==> src/hdl/chgw_pkg.sv <==
// Shared types and constants for the gift-wrap hull unit.
package chgw_pkg;

  // Upper bound on vertices returned by one walk, and its counter width.
  localparam int MAX_RESULTS = 16;
  localparam int RES_W       = $clog2(MAX_RESULTS + 1);

  typedef enum logic [2:0] {
    ST_IDLE,     // loading points
    ST_CAND_RD,  // read first candidate for current vertex
    ST_CAND_LD,  // candidate data back from store
    ST_Q_RD,     // read scan point
    ST_Q_GO,     // scan point back, launch orientation test
    ST_Q_WAIT,   // wait for orientation result, update candidate
    ST_EMIT      // present one hull vertex
  } state_t;

  // Orientation unit result.
  typedef struct packed {
    logic done;  // result valid this cycle
    logic turn;  // p, q, r turn counterclockwise: candidate must be replaced
  } orient_res_t;

endpackage

==> src/hdl/convex_hull_gift_wrap_unit.sv <==
// Top level of the 2-D convex hull unit (gift wrapping over a point store).
//
//  channel  | handshake          | payload                               | dir
//  ---------+--------------------+---------------------------------------+----
//  point    | start, busy        | point_x, point_y, set_last            | in
//  hull     | hull_valid         | hull_x, hull_y, hull_last, overflow   | out
//
// Points load at one per cycle: a transfer happens when start is high and busy
// low. The marked last point starts the walk and busy stays high until the
// final vertex has gone out.
// Walk: per hull vertex every stored point is scanned in turn, paced by the
// single read port of the point store and the three-stage orientation unit that each
// scan step waits on. Reset is synchronous and empties the set.
// hull_valid marks each vertex for one cycle; the receiver cannot stall.
module convex_hull_gift_wrap_unit
  import chgw_pkg::*;
#(
  parameter int MAX_POINTS = 16,
  parameter int COORD_BITS = 16
) (
  input  logic                         clk,
  input  logic                         rst,
  input  logic                         start,
  output logic                         busy,
  input  logic signed [COORD_BITS-1:0] point_x,
  input  logic signed [COORD_BITS-1:0] point_y,
  input  logic                         set_last,
  output logic                         hull_valid,
  output logic signed [COORD_BITS-1:0] hull_x,
  output logic signed [COORD_BITS-1:0] hull_y,
  output logic                         hull_last,
  output logic                         overflow
);

  localparam int IW = $clog2(MAX_POINTS);

  // store port wires
  logic                    ram_we, ram_re;
  logic [IW-1:0]           ram_waddr, ram_raddr;
  logic [2*COORD_BITS-1:0] ram_rdata;

  // current vertex (p) and candidate (r), held by the sequencer
  logic [COORD_BITS-1:0]   px, py, rx, ry;
  logic                    orient_go;
  orient_res_t             ores;

  // Point store: y in the upper half, x in the lower half of each entry.
  chgw_ram #(
    .WIDTH (2 * COORD_BITS),
    .DEPTH (MAX_POINTS)
  ) u_store (
    .clk   (clk),
    .we    (ram_we),
    .waddr (ram_waddr),
    .wdata ({point_y, point_x}),
    .re    (ram_re),
    .raddr (ram_raddr),
    .rdata (ram_rdata)
  );

  // Orientation of (p, q, r); q comes straight from the store read data,
  // which holds until the next read.
  chgw_orient #(
    .COORD_BITS (COORD_BITS)
  ) u_orient (
    .clk (clk),
    .rst (rst),
    .go  (orient_go),
    .px  (px),
    .py  (py),
    .qx  (ram_rdata[COORD_BITS-1:0]),
    .qy  (ram_rdata[2*COORD_BITS-1:COORD_BITS]),
    .rx  (rx),
    .ry  (ry),
    .res (ores)
  );

  // Sequencer: counts points, tracks the leftmost one while loading, then
  // scans every point per vertex and swaps the candidate on a counterclockwise turn.
  chgw_seq #(
    .MAX_POINTS (MAX_POINTS),
    .COORD_BITS (COORD_BITS)
  ) u_seq (
    .clk        (clk),
    .rst        (rst),
    .start      (start),
    .busy       (busy),
    .point_x    (point_x),
    .point_y    (point_y),
    .set_last   (set_last),
    .ram_we     (ram_we),
    .ram_waddr  (ram_waddr),
    .ram_re     (ram_re),
    .ram_raddr  (ram_raddr),
    .ram_rdata  (ram_rdata),
    .orient_go  (orient_go),
    .ores       (ores),
    .px         (px),
    .py         (py),
    .rx         (rx),
    .ry         (ry),
    .hull_valid (hull_valid),
    .hull_last  (hull_last),
    .overflow   (overflow)
  );

  // The vertex on the result ports is the current point of the walk.
  assign hull_x = px;
  assign hull_y = py;

  // A vertex only goes out during a walk.
  a_valid_in_walk: assert property (@(posedge clk) disable iff (rst)
    hull_valid |-> busy) else $error("hull_valid outside a walk");

  // The final vertex ends the walk.
  a_last_ends_walk: assert property (@(posedge clk) disable iff (rst)
    hull_valid && hull_last |=> !busy) else $error("walk did not end after last vertex");

  // Store writes only come from point transfers, never mid-walk.
  a_write_idle: assert property (@(posedge clk) disable iff (rst)
    ram_we |-> (start && !busy)) else $error("store written during a walk");

  // Orientation results only appear inside a walk.
  a_orient_in_walk: assert property (@(posedge clk) disable iff (rst)
    ores.done |-> busy) else $error("orientation result while idle");

  // Reset returns the unit to loading.
  a_reset_idle: assert property (@(posedge clk)
    rst |=> !busy) else $error("busy after reset");

endmodule

==> src/hdl/chgw_ram.sv <==
// Generic single-write, single-read RAM with registered read data.
module chgw_ram #(
  parameter int WIDTH = 32,
  parameter int DEPTH = 16
) (
  input  logic                     clk,
  input  logic                     we,
  input  logic [$clog2(DEPTH)-1:0] waddr,
  input  logic [WIDTH-1:0]         wdata,
  input  logic                     re,
  input  logic [$clog2(DEPTH)-1:0] raddr,
  output logic [WIDTH-1:0]         rdata
);

  logic [WIDTH-1:0] mem [DEPTH];

  always_ff @(posedge clk) begin
    if (we) begin
      mem[waddr] <= wdata;
    end
    if (re) begin
      rdata <= mem[raddr];
    end
  end

endmodule

==> src/hdl/chgw_orient.sv <==
// Three-stage orientation test: differences, products, sign compare.
module chgw_orient
  import chgw_pkg::*;
#(
  parameter int COORD_BITS = 16
) (
  input  logic                         clk,
  input  logic                         rst,
  input  logic                         go,
  input  logic signed [COORD_BITS-1:0] px,
  input  logic signed [COORD_BITS-1:0] py,
  input  logic signed [COORD_BITS-1:0] qx,
  input  logic signed [COORD_BITS-1:0] qy,
  input  logic signed [COORD_BITS-1:0] rx,
  input  logic signed [COORD_BITS-1:0] ry,
  output orient_res_t                  res
);

  localparam int DW = COORD_BITS + 1;
  localparam int PW = 2 * DW;

  logic              v1, v2, v3;
  logic signed [DW-1:0] dqy, drx, dqx, dry;
  logic signed [PW-1:0] t1, t2;
  logic              turn;

  // valid pipe
  always_ff @(posedge clk) begin
    if (rst) begin
      v1 <= 1'b0;
      v2 <= 1'b0;
      v3 <= 1'b0;
    end else begin
      v1 <= go;
      v2 <= v1;
      v3 <= v2;
    end
  end

  always_ff @(posedge clk) begin
    dqy  <= DW'(qy) - DW'(py);
    drx  <= DW'(rx) - DW'(qx);
    dqx  <= DW'(qx) - DW'(px);
    dry  <= DW'(ry) - DW'(qy);
    t1   <= dqy * drx;
    t2   <= dqx * dry;
    turn <= (t1 < t2);   // t1 - t2 negative: p, q, r turn counterclockwise
  end

  assign res.done = v3;
  assign res.turn = turn;

endmodule

==> src/hdl/chgw_seq.sv <==
// Load and walk sequencer: point count, leftmost tracking, candidate scan.
module chgw_seq
  import chgw_pkg::*;
#(
  parameter int MAX_POINTS = 16,
  parameter int COORD_BITS = 16
) (
  input  logic                           clk,
  input  logic                           rst,
  input  logic                           start,
  output logic                           busy,
  input  logic [COORD_BITS-1:0]          point_x,
  input  logic [COORD_BITS-1:0]          point_y,
  input  logic                           set_last,
  output logic                           ram_we,
  output logic [$clog2(MAX_POINTS)-1:0]  ram_waddr,
  output logic                           ram_re,
  output logic [$clog2(MAX_POINTS)-1:0]  ram_raddr,
  input  logic [2*COORD_BITS-1:0]        ram_rdata,
  output logic                           orient_go,
  input  orient_res_t                    ores,
  output logic [COORD_BITS-1:0]          px,
  output logic [COORD_BITS-1:0]          py,
  output logic [COORD_BITS-1:0]          rx,
  output logic [COORD_BITS-1:0]          ry,
  output logic                           hull_valid,
  output logic                           hull_last,
  output logic                           overflow
);

  localparam int IW = $clog2(MAX_POINTS);
  localparam int CW = $clog2(MAX_POINTS + 1);
  localparam int EW = (CW > RES_W) ? CW : RES_W;

  state_t          state, state_next;
  logic [CW-1:0]   count;
  logic            dropped;
  logic [IW-1:0]   start_idx, cur_idx, cand_idx, scan_idx;
  logic [COORD_BITS-1:0] lm_x, lm_y;
  logic [EW-1:0]   emitted;

  logic            accept, store_ok, lm_take;
  logic [IW-1:0]   start_idx_next;
  logic [COORD_BITS-1:0] lm_x_next, lm_y_next;
  logic [CW-1:0]   cur_inc;
  logic [IW-1:0]   first_cand;
  logic            scan_end;
  logic [EW-1:0]   emitted_inc;
  logic            walk_end;
  logic [COORD_BITS-1:0] qx, qy;

  assign qx = ram_rdata[COORD_BITS-1:0];
  assign qy = ram_rdata[2*COORD_BITS-1:COORD_BITS];

  assign accept   = start && (state == ST_IDLE);
  assign store_ok = (count < CW'(MAX_POINTS));
  // leftmost so far; strict compare keeps the earliest on a tie
  assign lm_take  = store_ok &&
                    ((count == '0) || ($signed(point_x) < $signed(lm_x)));
  assign start_idx_next = lm_take ? count[IW-1:0] : start_idx;
  assign lm_x_next      = lm_take ? point_x : lm_x;
  assign lm_y_next      = lm_take ? point_y : lm_y;

  assign cur_inc    = CW'(cur_idx) + CW'(1);
  assign first_cand = (cur_inc == count) ? '0 : cur_inc[IW-1:0];
  assign scan_end   = (CW'(scan_idx) == (count - CW'(1)));

  assign emitted_inc = emitted + EW'(1);
  assign walk_end    = (cand_idx == start_idx) || (emitted_inc >= EW'(count)) ||
                       (emitted_inc >= EW'(MAX_RESULTS));

  // next state
  always_comb begin
    state_next = state;
    unique case (state)
      ST_IDLE:    if (accept && set_last) state_next = ST_CAND_RD;
      ST_CAND_RD: state_next = ST_CAND_LD;
      ST_CAND_LD: state_next = ST_Q_RD;
      ST_Q_RD:    state_next = ST_Q_GO;
      ST_Q_GO:    state_next = ST_Q_WAIT;
      ST_Q_WAIT: begin
        if (ores.done) state_next = scan_end ? ST_EMIT : ST_Q_RD;
      end
      ST_EMIT:    state_next = walk_end ? ST_IDLE : ST_CAND_RD;
      default:    state_next = ST_IDLE;
    endcase
  end

  // outputs
  always_comb begin
    busy       = 1'b1;
    ram_re     = 1'b0;
    ram_raddr  = scan_idx;
    orient_go  = 1'b0;
    hull_valid = 1'b0;
    unique case (state)
      ST_IDLE:    busy = 1'b0;
      ST_CAND_RD: begin
        ram_re    = 1'b1;
        ram_raddr = first_cand;
      end
      ST_Q_RD:    ram_re = 1'b1;
      ST_Q_GO:    orient_go = 1'b1;
      ST_EMIT:    hull_valid = 1'b1;
      default:    busy = 1'b1;
    endcase
  end

  assign ram_we    = accept && store_ok;
  assign ram_waddr = count[IW-1:0];
  assign hull_last = walk_end;
  assign overflow  = dropped;

  // control state
  always_ff @(posedge clk) begin
    if (rst) begin
      state   <= ST_IDLE;
      count   <= '0;
      dropped <= 1'b0;
    end else begin
      state <= state_next;
      if (accept) begin
        if (store_ok) count <= count + CW'(1);
        else          dropped <= 1'b1;
      end
      if (state == ST_EMIT && walk_end) begin
        count   <= '0;
        dropped <= 1'b0;
      end
    end
  end

  // walk datapath
  always_ff @(posedge clk) begin
    if (accept) begin
      start_idx <= start_idx_next;
      lm_x      <= lm_x_next;
      lm_y      <= lm_y_next;
      cur_idx   <= start_idx_next;
      px        <= lm_x_next;
      py        <= lm_y_next;
      emitted   <= '0;
    end
    unique case (state)
      ST_CAND_RD: cand_idx <= first_cand;
      ST_CAND_LD: begin
        rx       <= qx;
        ry       <= qy;
        scan_idx <= '0;
      end
      ST_Q_WAIT: begin
        if (ores.done) begin
          if (ores.turn) begin
            cand_idx <= scan_idx;
            rx       <= qx;
            ry       <= qy;
          end
          scan_idx <= scan_idx + IW'(1);
        end
      end
      ST_EMIT: begin
        cur_idx <= cand_idx;
        px      <= rx;
        py      <= ry;
        emitted <= emitted_inc;
      end
      default: ;
    endcase
  end

endmodule
==> config.mk <==
export PLATFORM = sky130hd
export DESIGN_NAME = convex_hull_gift_wrap_unit
export DESIGN_NICKNAME = d
export VERILOG_FILES = /design/src/hdl/chgw_pkg.sv /design/src/hdl/convex_hull_gift_wrap_unit.sv /design/src/hdl/chgw_ram.sv /design/src/hdl/chgw_orient.sv /design/src/hdl/chgw_seq.sv
export SDC_FILE = /design/constraint.sdc
export NUM_CORES = 2
export LEC_CHECK = 0
export BUFFER_PORTS_ARGS = -buffer_cell sky130_fd_sc_hd__clkbuf_2
export CAP_MARGIN = 30
export CORE_ASPECT_RATIO = 0.9
export CORE_UTILIZATION = 50
export DETAILED_ROUTE_END_ITERATION = 7
export PLACE_DENSITY_LB_ADDON = 0.2
export SLEW_MARGIN = 25
export SYNTH_ARGS = -nofsm -noshare
export SYNTH_HDL_FRONTEND = slang
export SYNTH_SLANG_ARGS = --single-unit
==> constraint.sdc <==
create_clock -name clk -period 9.3 [get_ports clk]
set_input_delay 0.93 -clock clk [delete_from_list [all_inputs] [get_ports clk]]
set_output_delay 0.93 -clock clk [all_outputs]
set_load 0.05 [all_outputs]
==> flow_summary.ini <==
[placement]
dp.final_hpwl_microns = 91360
dpl_cell_area_sq_um = 56630
routabilityCongestion = 0.8962
io_buffers = 71

[yosys]
ys.flop_type = edfxtp_1
ys_seq_area_share_pct = 41.92
synth-edff-count = 661
synthCells = 4515
synth_top_area_share_pct = 36.44
syn_nets = 5441
avgSynthCellArea_sq_um = 12.06
synth_area_sq_um = 54470
yosysWarnings = 0
synthTopCellsByArea = edfxtp_1, fa_1, ha_1
ys_types = 68
ys_ff_latch = 810
yosysTopAreaCell = edfxtp_1
async_flop_share_pct = 0

[cells_and_area]
multi_input_area_sq_um = 28410
drive_above_1_share_pct = 7.397
fillers = 9104
fin_nets = 5497
seq_area_sq_um = 22830
final_common_cell = inv_1
finalInstanceArea_sq_um = 59400
utilization_pct = 55.16
area_delta_synth_final_pct = 9.055
mostFrequentLayoutCells = inv_1, edfxtp_1, fa_1, nand2_1, and2_1

[route]
firstDrtPassIters = 5
wl_microns = 125700
drc_errors = 0
vias = 32960
wire_per_inst_microns = 20.65
drtIter0Drc = 1973
vias_per_cell = 5.415
ant_nets = 0

[die]
die_x_microns = 349.9
die_height_microns = 315.1
start_util_pct = 50.58
core_area_sq_um = 107700
dieArea_sq_um = 110300
io_pins = 72
num_rows = 114

[timing]
rsz0062_at_grt = no
hold_viol = 0
layout_min_cycle_time_ns = 7.336
finalClockSkew_ns = 0.07727
relSlewSlack_pct = 32.74
maxSlewViolCount = 0
setup_viol = 0
tightestPinTransition_ns = 1.008
setup-tns-final_ns = 0
clock.fmax_ghz = 0.1363
fin_crit_sh_pct = 78.88

[min_path]
hold_end = u_orient.v2$_SDFF_PP0_
hold_path_depth = 1
hp-start = u_orient.v1$_SDFF_PP0_
hold_path.class = register to register

[clock_network]
post_cts_resized = 0
clkTransAtPathRegs_ns = 0.06
cts_max_path_buffers = 3
post-cts-setup-buffers = 0
cts_tree = yes
cts-htree-levels = 3
clock_latency_ns = 0.67
cts_made_buffers = 84
cts_hold_buf = 0
cts_root_buf = clkbuf_16
clock-sinks = 810

[setup_path]
critPathLaunchType = register
r2r_end = u_orient.t2[31]$_DFF_P_
path_class = register to register
reg2reg_depth = 20
critical_path_arrival_ns = 7.85
regToRegSetupSlack_ns = 1.96
r2r_start = u_orient.dqx[10]$_DFF_P_
endpoint_kind = register
path_max_fanout = 17
required_ns = 9.82

[grt]
antenna_found_initial = 7
grt_pass1_wl_microns = 198500
grt_pass1_vias = 34180
grt.total_usage_pct = 23.62
grt_max_degree = 105
grt_overflow = 0

[job]
max-cap-violations = 0

[status]
status = completed
[stage by stage]
| step | worst slack (ns) | cells | hold WS, ns |
|---|---|---|---|
| 2_1_floorplan | 2.995 | 4515 | 0.4138 |
| 3_3_place_gp | 2.329 | 5931 | 0.4182 |
| 3_5_place_dp | 2.158 | 5935 | 0.4299 |
| 4_1_cts | 2.069 | 6087 | 0.4459 |
| 5_1_grt | 1.644 | 6087 | 0.4773 |
| 6_report | 1.964 | 6088 | 0.4377 |
[synthesized netlist by cell type (4+ instances only)]
cell / instances
xnor2_1: 94
a31oi_1: 8
mux2i_1: 253
o22ai_1: 101
o41ai_1: 4
fa_1: 596
o21ai_0: 68
o221ai_1: 32
nor2_1: 132
nor4_1: 8
inv_1: 753
xor2_1: 38
o21bai_1: 4
o21a_1: 26
nand4_1: 17
edfxtp_1: 661
and2_1: 300
and3_1: 20
a21boi_0: 4
a2111oi_0: 17
nand2_1: 331
a211oi_1: 21
nand3_1: 25
mux2_2: 71
nand3b_1: 4
or3_1: 12
a21o_1: 45
nor2b_1: 26
nand2b_1: 32
o211ai_1: 13
buf_2: 24
dfxtp_1: 149
o31a_1: 4
o31ai_1: 7
a21oi_1: 88
ha_1: 294
nor3_1: 73
or2_2: 5
a41o_1: 4
clkbuf_1: 113
[worst max-delay path by stage]
stage / cells after the start / startpoint / to
2_1_floorplan: 21 / u_orient.dry[2]$_DFF_P_ / u_orient.t2[31]$_DFF_P_
3_3_place_gp: 22 / u_orient.dqx[6]$_DFF_P_ / u_orient.t2[30]$_DFF_P_
3_5_place_dp: 20 / u_orient.dqx[10]$_DFF_P_ / u_orient.t2[31]$_DFF_P_
4_1_cts: 20 / u_orient.dqx[10]$_DFF_P_ / u_orient.t2[31]$_DFF_P_
5_1_grt: 20 / u_orient.dry[2]$_DFF_P_ / u_orient.t2[31]$_DFF_P_
6_report: 20 / u_orient.dqx[10]$_DFF_P_ / u_orient.t2[31]$_DFF_P_
[state kept, by name, indices dropped and copies added, names as in the netlist, 17 cells and up]
register / count
u_orient.dqx: 17
u_orient.dqy: 17
u_orient.drx: 17
u_orient.dry: 17
u_orient.t1: 34
u_orient.t2: 34
u_store.mem: 512
u_store.rdata: 32
[logic make-up (layout without fill, tap and decap cells)]
group           Yosys count  after routing  share of synthesized area (%)
compound gates          470            470                          5.796
xor+xnor                133            133                          2.152
fa+ha+maj               890            890                          28.66
buf+inv                 895           1017                          6.230
flops                   810            810                          41.92
mux                     325            325                          6.159
other cells               0              1                              0
simple gates            992            992                          9.085
[per-layer routing]
metal | wire, microns | vias to the layer above | track usage [%]
met2 | 61180 | 754 | 39.79
met3 | 5505 | 185 | 2.968
met4 | 3466 | 12 | 6.589
met5 | 88 | - | 0
li1 | - | 15160 | -
met1 | 55460 | 16850 | 32.23
[final cells by class]
class	instances	area share, %
clock buffers	103	3.728
well taps	1450	3.054
clock inverters	49	0.9226
flip-flops and latches	810	38.44
inverters	754	4.765
repair buffers	111	1.260
multi-input cells	2810	47.83
diodes	1	0.004213
[worst max-delay path: stages (launching register included)]
cell	delay (ns)
dfxtp_1	0.77
nand2_1	0.18
fa_1	0.54
fa_1	0.48
fa_1	0.56
inv_1	0.06
fa_1	0.44
fa_1	0.51
inv_1	0.05
fa_1	0.47
inv_1	0.04
ha_1	0.32
a21o_1	0.17
a21o_1	0.20
a21oi_1	0.14
o21ai_0	0.25
o21ai_0	0.65
o211ai_1	0.27
a31oi_1	0.36
or4b_2	0.63
o211ai_1	0.11
Power is not shown: default switching activity piles up to over one toggle a cycle in this logic, so the estimate is an artifact.
